**config.mk**
```make
export PLATFORM = sky130hd
export DESIGN_NAME = sine_cosine_table_interpolator_unit
export DESIGN_NICKNAME = d
export VERILOG_FILES = /design/src/scti_pkg.sv /design/src/sine_cosine_table_interpolator_unit.sv /design/src/scti_reduce.sv /design/src/scti_interp.sv
export SDC_FILE = /design/constraint.sdc
export NUM_CORES = 2
export LEC_CHECK = 0
export BUFFER_PORTS_ARGS = -buffer_cell sky130_fd_sc_hd__clkbuf_2
export CORE_AREA = 2 2 292 511
export DETAILED_ROUTE_END_ITERATION = 10
export DIE_AREA = 0 0 294 513
export PLACE_DENSITY = 0.46
export SLEW_MARGIN = 10
export SYNTH_ARGS = -nofsm -noshare
export SYNTH_HDL_FRONTEND = slang
export SYNTH_HIERARCHICAL = 1
export SYNTH_SLANG_ARGS = --single-unit
export TNS_END_PERCENT = 5
```
**constraint.sdc**
```tcl
create_clock -name clk -period 23.4 [get_ports clk]
set_clock_uncertainty 0.1 [all_clocks]
set_input_delay 2.34 -clock clk [delete_from_list [all_inputs] [get_ports clk]]
set_output_delay 2.34 -clock clk [all_outputs]
set_load 0.05 [all_outputs]
```
**src/scti_pkg.sv**
```systemverilog
// Shared constants and sine table functions for the sine/cosine interpolator.
package scti_pkg;

    localparam int TABLE_POINTS         = 361;
    localparam int ROM_FRAC_BITS        = 14;
    localparam int ROM_W                = 24;
    localparam int OUT_W                = 16;
    localparam int DEG_W                = 9;
    localparam int DEFAULT_ANGLE_FRAC   = 16;
    localparam int DEFAULT_OUT_FRAC     = 14;

    localparam logic [14:0] QUARTER [0:90] = '{
            15'd0,     15'd286,   15'd572,   15'd857,   15'd1143,
            15'd1428,  15'd1713,  15'd1997,  15'd2280,  15'd2563,
            15'd2845,  15'd3126,  15'd3406,  15'd3686,  15'd3964,
            15'd4240,  15'd4516,  15'd4790,  15'd5063,  15'd5334,
            15'd5604,  15'd5872,  15'd6138,  15'd6402,  15'd6664,
            15'd6924,  15'd7182,  15'd7438,  15'd7692,  15'd7943,
            15'd8192,  15'd8438,  15'd8682,  15'd8923,  15'd9162,
            15'd9397,  15'd9630,  15'd9860,  15'd10087, 15'd10311,
            15'd10531, 15'd10749, 15'd10963, 15'd11174, 15'd11381,
            15'd11585, 15'd11786, 15'd11982, 15'd12176, 15'd12365,
            15'd12551, 15'd12733, 15'd12911, 15'd13085, 15'd13255,
            15'd13421, 15'd13583, 15'd13741, 15'd13894, 15'd14044,
            15'd14189, 15'd14330, 15'd14466, 15'd14598, 15'd14726,
            15'd14849, 15'd14968, 15'd15082, 15'd15191, 15'd15296,
            15'd15396, 15'd15491, 15'd15582, 15'd15668, 15'd15749,
            15'd15826, 15'd15897, 15'd15964, 15'd16026, 15'd16083,
            15'd16135, 15'd16182, 15'd16225, 15'd16262, 15'd16294,
            15'd16322, 15'd16344, 15'd16362, 15'd16374, 15'd16382,
            15'd16384};

    // Sine at whole degree k (0..360), folded from the first quadrant and scaled.
    function automatic logic signed [ROM_W-1:0] sin_entry(input logic [DEG_W-1:0] k,
                                                          input int ofb);
        logic [DEG_W-1:0] idx;
        logic neg;
        logic signed [ROM_W-1:0] v;
        if (k <= 9'd90) begin
            idx = k;
            neg = 1'b0;
        end else if (k <= 9'd180) begin
            idx = 9'd180 - k;
            neg = 1'b0;
        end else if (k <= 9'd270) begin
            idx = k - 9'd180;
            neg = 1'b1;
        end else begin
            idx = 9'd360 - k;
            neg = 1'b1;
        end
        v = ROM_W'(signed'({1'b0, QUARTER[idx[6:0]]}));
        if (neg)
            v = -v;
        if (ofb < ROM_FRAC_BITS)
            v = (v + ROM_W'(1 << (ROM_FRAC_BITS - ofb - 1))) >>> (ROM_FRAC_BITS - ofb);
        else
            v = v <<< (ofb - ROM_FRAC_BITS);
        return v;
    endfunction

    function automatic logic signed [ROM_W-1:0] cos_entry(input logic [DEG_W-1:0] k,
                                                          input int ofb);
        logic [DEG_W-1:0] j;
        j = (k >= 9'd270) ? k - 9'd270 : k + 9'd90;
        return sin_entry(j, ofb);
    endfunction

endpackage

```
**src/sine_cosine_table_interpolator_unit.sv**
```systemverilog
// A six-stage pipeline with a shared clock enable.
// Throughput: one angle per cycle while the output is not stalled.
// Stages: biasing, reciprocal multiply, remainder, table lookup, multiply, add.
// A stall on the output freezes every stage, so nothing is lost or repeated.
// Reset clears the valid bits of all stages; the data registers are not reset.
module sine_cosine_table_interpolator_unit #(
    parameter int ANGLE_FRAC_BITS = scti_pkg::DEFAULT_ANGLE_FRAC,
    parameter int OUT_FRAC_BITS   = scti_pkg::DEFAULT_OUT_FRAC
) (
    input  logic        clk,
    input  logic        rst_n,
    input  logic        s_axis_tvalid,
    output logic        s_axis_tready,
    input  logic [31:0] s_axis_tdata,   // [31:0] angle_deg
    output logic        m_axis_tvalid,
    input  logic        m_axis_tready,
    output logic [31:0] m_axis_tdata    // [15:0] sine_value, [31:16] cosine_value
);

    logic                            ce;
    logic                            red_valid;
    logic [scti_pkg::DEG_W-1:0]      deg;
    logic [ANGLE_FRAC_BITS-1:0]      frac;
    logic [scti_pkg::OUT_W-1:0]      sine, cosine;

    // The pipeline moves whenever the output register is empty or being drained.
    assign ce            = m_axis_tready || !m_axis_tvalid;
    assign s_axis_tready = ce;

    scti_reduce #(
        .ANGLE_FRAC_BITS(ANGLE_FRAC_BITS)
    ) u_reduce (
        .clk       (clk),
        .rst_n     (rst_n),
        .ce        (ce),
        .in_valid  (s_axis_tvalid),
        .angle     (s_axis_tdata),
        .out_valid (red_valid),
        .deg       (deg),
        .frac      (frac)
    );

    scti_interp #(
        .ANGLE_FRAC_BITS(ANGLE_FRAC_BITS),
        .OUT_FRAC_BITS  (OUT_FRAC_BITS)
    ) u_interp (
        .clk       (clk),
        .rst_n     (rst_n),
        .ce        (ce),
        .in_valid  (red_valid),
        .deg       (deg),
        .frac      (frac),
        .out_valid (m_axis_tvalid),
        .sine      (sine),
        .cosine    (cosine)
    );

    assign m_axis_tdata = {cosine, sine};

endmodule

```
**src/scti_reduce.sv**
```systemverilog
// Three-stage reduction of the angle to a whole degree 0..359 and a fraction.
module scti_reduce #(
    parameter int ANGLE_FRAC_BITS = scti_pkg::DEFAULT_ANGLE_FRAC
) (
    input  logic                            clk,
    input  logic                            rst_n,
    input  logic                            ce,
    input  logic                            in_valid,
    input  logic [31:0]                     angle,
    output logic                            out_valid,
    output logic [scti_pkg::DEG_W-1:0]      deg,
    output logic [ANGLE_FRAC_BITS-1:0]      frac
);

    localparam int IW     = 32 - ANGLE_FRAC_BITS;
    localparam int UW     = IW + 1;
    localparam int MW     = UW - 8;
    localparam int OFFSET = 360 * ((2 ** (IW - 1) + 359) / 360);
    localparam logic [MW-1:0] RECIP = MW'((2 ** UW) / 360);

    logic [2:0]                 v_reg;
    logic [UW-1:0]              u1_reg, u2_reg;
    logic [MW-1:0]              q_reg;
    logic [ANGLE_FRAC_BITS-1:0] f1_reg, f2_reg, f3_reg;
    logic [scti_pkg::DEG_W-1:0] deg_reg;
    logic [UW-1:0]              u_next;
    logic [UW+MW-1:0]           prod;
    logic [UW-1:0]              rem;
    logic [UW-1:0]              rem_fix;

    // Biasing by a multiple of 360 makes the integer degree non-negative.
    assign u_next  = UW'(signed'(angle[31:ANGLE_FRAC_BITS])) + UW'(OFFSET);
    assign prod    = (UW+MW)'(u1_reg) * (UW+MW)'(RECIP);
    // The reciprocal quotient is low by at most one, so one correction suffices.
    assign rem     = u2_reg - UW'(q_reg * UW'(360));
    assign rem_fix = (rem >= UW'(360)) ? rem - UW'(360) : rem;

    always_ff @(posedge clk or negedge rst_n)
    begin
        if (!rst_n)
            v_reg <= '0;
        else if (ce)
            v_reg <= {v_reg[1:0], in_valid};
    end

    always_ff @(posedge clk)
    begin
        if (ce)
        begin
            u1_reg  <= u_next;
            f1_reg  <= angle[ANGLE_FRAC_BITS-1:0];
            q_reg   <= prod[UW+MW-1:UW];
            u2_reg  <= u1_reg;
            f2_reg  <= f1_reg;
            deg_reg <= rem_fix[scti_pkg::DEG_W-1:0];
            f3_reg  <= f2_reg;
        end
    end

    assign out_valid = v_reg[2];
    assign deg       = deg_reg;
    assign frac      = f3_reg;

endmodule

```
**src/scti_interp.sv**
```systemverilog
// Three-stage table lookup and linear interpolation of sine and cosine.
module scti_interp #(
    parameter int ANGLE_FRAC_BITS = scti_pkg::DEFAULT_ANGLE_FRAC,
    parameter int OUT_FRAC_BITS   = scti_pkg::DEFAULT_OUT_FRAC
) (
    input  logic                            clk,
    input  logic                            rst_n,
    input  logic                            ce,
    input  logic                            in_valid,
    input  logic [scti_pkg::DEG_W-1:0]      deg,
    input  logic [ANGLE_FRAC_BITS-1:0]      frac,
    output logic                            out_valid,
    output logic [scti_pkg::OUT_W-1:0]      sine,
    output logic [scti_pkg::OUT_W-1:0]      cosine
);

    localparam int RW = scti_pkg::ROM_W;
    localparam int PW = RW + ANGLE_FRAC_BITS + 1;

    logic [2:0]                 v_reg;
    logic signed [RW-1:0]       s0_reg, s1_reg, c0_reg, c1_reg, s0b_reg, c0b_reg;
    logic [ANGLE_FRAC_BITS-1:0] f_reg;
    logic signed [PW-1:0]       sp_reg, cp_reg;
    logic [scti_pkg::OUT_W-1:0] sine_reg, cosine_reg;
    logic [scti_pkg::DEG_W-1:0] deg1;
    logic signed [PW-1:0]       sp_next, cp_next, sum_s, sum_c;

    assign deg1    = deg + 9'd1;
    assign sp_next = signed'(PW'({1'b0, f_reg})) * PW'(s1_reg - s0_reg);
    assign cp_next = signed'(PW'({1'b0, f_reg})) * PW'(c1_reg - c0_reg);
    assign sum_s   = PW'(s0b_reg) + (sp_reg >>> ANGLE_FRAC_BITS);
    assign sum_c   = PW'(c0b_reg) + (cp_reg >>> ANGLE_FRAC_BITS);

    always_ff @(posedge clk or negedge rst_n)
    begin
        if (!rst_n)
            v_reg <= '0;
        else if (ce)
            v_reg <= {v_reg[1:0], in_valid};
    end

    always_ff @(posedge clk)
    begin
        if (ce)
        begin
            s0_reg     <= scti_pkg::sin_entry(deg, OUT_FRAC_BITS);
            s1_reg     <= scti_pkg::sin_entry(deg1, OUT_FRAC_BITS);
            c0_reg     <= scti_pkg::cos_entry(deg, OUT_FRAC_BITS);
            c1_reg     <= scti_pkg::cos_entry(deg1, OUT_FRAC_BITS);
            f_reg      <= frac;
            sp_reg     <= sp_next;
            cp_reg     <= cp_next;
            s0b_reg    <= s0_reg;
            c0b_reg    <= c0_reg;
            sine_reg   <= sum_s[scti_pkg::OUT_W-1:0];
            cosine_reg <= sum_c[scti_pkg::OUT_W-1:0];
        end
    end

    assign out_valid = v_reg[2];
    assign sine      = sine_reg;
    assign cosine    = cosine_reg;

endmodule

```
==> metrics <==
worst r2r src u_interp/c1_reg[0]$_DFFE_PP_; post-DP HPWL 124,000 um; total setup buffers inserted after CTS 0; Nets 6,698; number of synthesized flops with an enable pin 304; max cap viols 0; largest net degree at the start of global routing 126; Area Overhead vs Synth 7.18%; main flop type after synthesis edfxtp_1; sequential area share after synthesis 18.1%; Worst path max stage delay 0.54 ns; Die Y-Extent 513 um; overall routing resource usage 21.4%; RSZ-0062 raised after global routing false; initial antenna violation count 2; Required @ worst endpoint 23.63 ns; setup violators final 0; Crit Path Category reg2reg; hold_buf cts 0; share of cells above drive strength 1 7.25%; Rel. slew slack 20.2%; placer congestion estimate 0.945; Post-CTS Resized 0; routed len/inst 21.4 um; HP Class reg2reg; Ports 70; Async SR Flop Fraction 1.94%; CTS clk-pin slew, worst paths 0.06 ns; final setup margin 13.67 ns; Tightest Pin Transition 1.20 ns; CP max-delay cell fa_1; H-tree levels 2; crit path launch u_interp/c1_reg[0]$_DFFE_PP_; clock tree buffer depth 3; DRT Wirelength 160,000 um; Avg Cell Area, Syn 9.04 um2; type of destination of the critical path flip-flop; CTS tree done; Synth Instances 5,659; grt ovf 0; # fillers 14,900; final hold violations 0; vias 40,400; Via density 5.39; input/output buffers 69; vias in the first global route 43,000; Sequential Area 9280 um2; period utilisation layout 41.6%; setup TNS 0 ns; post-synth cell types 132; crit start category flip-flop; Initial DRT Pass Iterations 8; drt drc 0; CORE AREA 146,000 um2; mapped cell area 51,100 um2; yosys warns 6; # clock sinks 310; Multi-input gate area 37,200 um2; min Tclk post-route 9.73 ns; Iteration-0 DRC Markers 2,915; clk_lat worst skew 0.60 ns; Critical Path Fanout Max 16; Die Wd 294 um; global-route wire length before repair 250,000 um; Worst EP arrival 9.96 ns; Max Clk Rate 103 MHz; hold_sp u_reduce/f1_reg[0]$_DFFE_PP_; syn nets 6,768; Slew Limit Fails 0; Clock Tree Root clkbuf_16; Die Area 151,000 um2; number of buffers created by CTS 36; Initial Utilization 34.9%; run status finished, final reports clean; number of synthesized register bits 310; Placement Setup Slack 13.59 ns; # rows 186; Final ANT Viol Nets 0
cell usage in the layout, fill, tap and decap left out, drive strengths merged, types with 78 or more instances in the layout:
cell type	count
nand3	98
ha	415
buf	122
inv	948
a21oi	241
nor3	95
o21ai	227
clkbuf	110
and2	305
fa	658
xnor2	176
nor2	235
xor2	78
nand2	654
edfxtp	304
Yosys cell counts, types with 11 or more instances:
cell | number | share of area [%]
nor3_1 | 90 | 0.88
nand2b_1 | 40 | 0.49
mux2_2 | 13 | 0.29
a21o_1 | 51 | 0.75
inv_1 | 934 | 6.9
a32oi_1 | 11 | 0.19
and3_1 | 23 | 0.28
nand2_1 | 651 | 4.8
nand4_1 | 15 | 0.18
o21a_1 | 31 | 0.46
clkbuf_1 | 197 | 1.4
edfxtp_1 | 304 | 18
a311oi_1 | 38 | 0.65
a31oi_1 | 56 | 0.69
nor2_1 | 228 | 1.7
nand3_1 | 96 | 0.94
or3_1 | 19 | 0.23
and2_1 | 302 | 3.7
xnor2_1 | 169 | 2.9
o211ai_1 | 72 | 1.1
o21ai_1 | 17 | 0.17
o22ai_1 | 17 | 0.21
fa_1 | 658 | 26
buf_1 | 14 | 0.10
ha_1 | 415 | 10
a211oi_1 | 63 | 0.92
nor2b_1 | 61 | 0.75
a21oi_1 | 236 | 2.3
o311ai_0 | 12 | 0.21
o21ai_0 | 203 | 2.0
a211o_1 | 15 | 0.26
nor4_1 | 19 | 0.23
a2111oi_0 | 16 | 0.27
a221oi_1 | 15 | 0.26
buf_2 | 68 | 0.67
buf_4 | 15 | 0.22
a31o_2 | 11 | 0.19
o31ai_1 | 23 | 0.34
xor2_1 | 77 | 1.3
o221ai_1 | 22 | 0.38
mux2i_1 | 27 | 0.53
final timing paths:
path	to	slack, ns	cells past startpoint
max	u_interp/cp_reg[31]$_DFFE_PP_	13.67	38
min	u_reduce/f2_reg[0]$_DFFE_PP_	0.32	0
max reg2reg	u_interp/cp_reg[31]$_DFFE_PP_	13.67	38
min reg2reg	u_reduce/f2_reg[0]$_DFFE_PP_	0.32	0
max in group asynchronous	u_reduce/v_reg[2]$_DFFE_PN0P_	21.57	1
min in group asynchronous	u_interp/v_reg[2]$_DFFE_PN0P_	1.48	1
layout make-up:
cell class | instances | share of cell area (%)
antenna | 1 | 0.00457
clock buffer | 41 | 1.72
inverter | 945 | 6.48
tap | 1880 | 4.29
clock inverter | 21 | 0.484
multi-input combinational | 4105 | 67.8
sequential | 310 | 16.9
timing repair buffer | 191 | 2.32
per-layer routing:
layer	GRT usage (%)	part of all wire, %	vias up
li1	-	-	18700
met5	0	0	-
met3	1.34	2.7	360
met2	42.7	56	1011
met4	9.79	5.1	0
met1	22.5	36	20400
stage by stage:
| step | cells | instance area [um2] | utilization, % | hold WS, ns |
|---|---|---|---|---|
| 5_1_grt | 7494 | 54800 | 37.4 | 0.326 |
| 3_3_place_gp | 7431 | 53600 | 36.6 | 0.301 |
| 6_report | 7494 | 54800 | 37.4 | 0.316 |
| 2_1_floorplan | 5659 | 51100 | - | 0.300 |
| 3_5_place_dp | 7431 | 53600 | 36.6 | 0.305 |
| 4_1_cts | 7493 | 54800 | 37.4 | 0.316 |
critical path: cells and delay by family (launching register included):
family | cells | cell delay, ns
AOI/OAI and AO/OA | 16 | 3.91
adders and majority gates | 9 | 3.89
buffers and inverters | 8 | 0.62
and+or+nand+nor | 3 | 0.37
DFF | 1 | 0.36
xor gates and xnor gates | 2 | 0.22
cell families after synthesis:
logic type,Yosys count,share of synthesized area [%]
multiplexers,51,1.30
AO/OA/AOI/OAI,1097,14.9
adder cells (fa/ha/maj),1073,35.9
AND/OR/NAND/NOR,1627,15.7
flip-flops,310,18.1
XOR/XNOR,257,4.62
buffers and inverters,1244,9.46
Power is not shown: default switching activity piles up to over one toggle a cycle in this logic, so the estimate is an artifact.
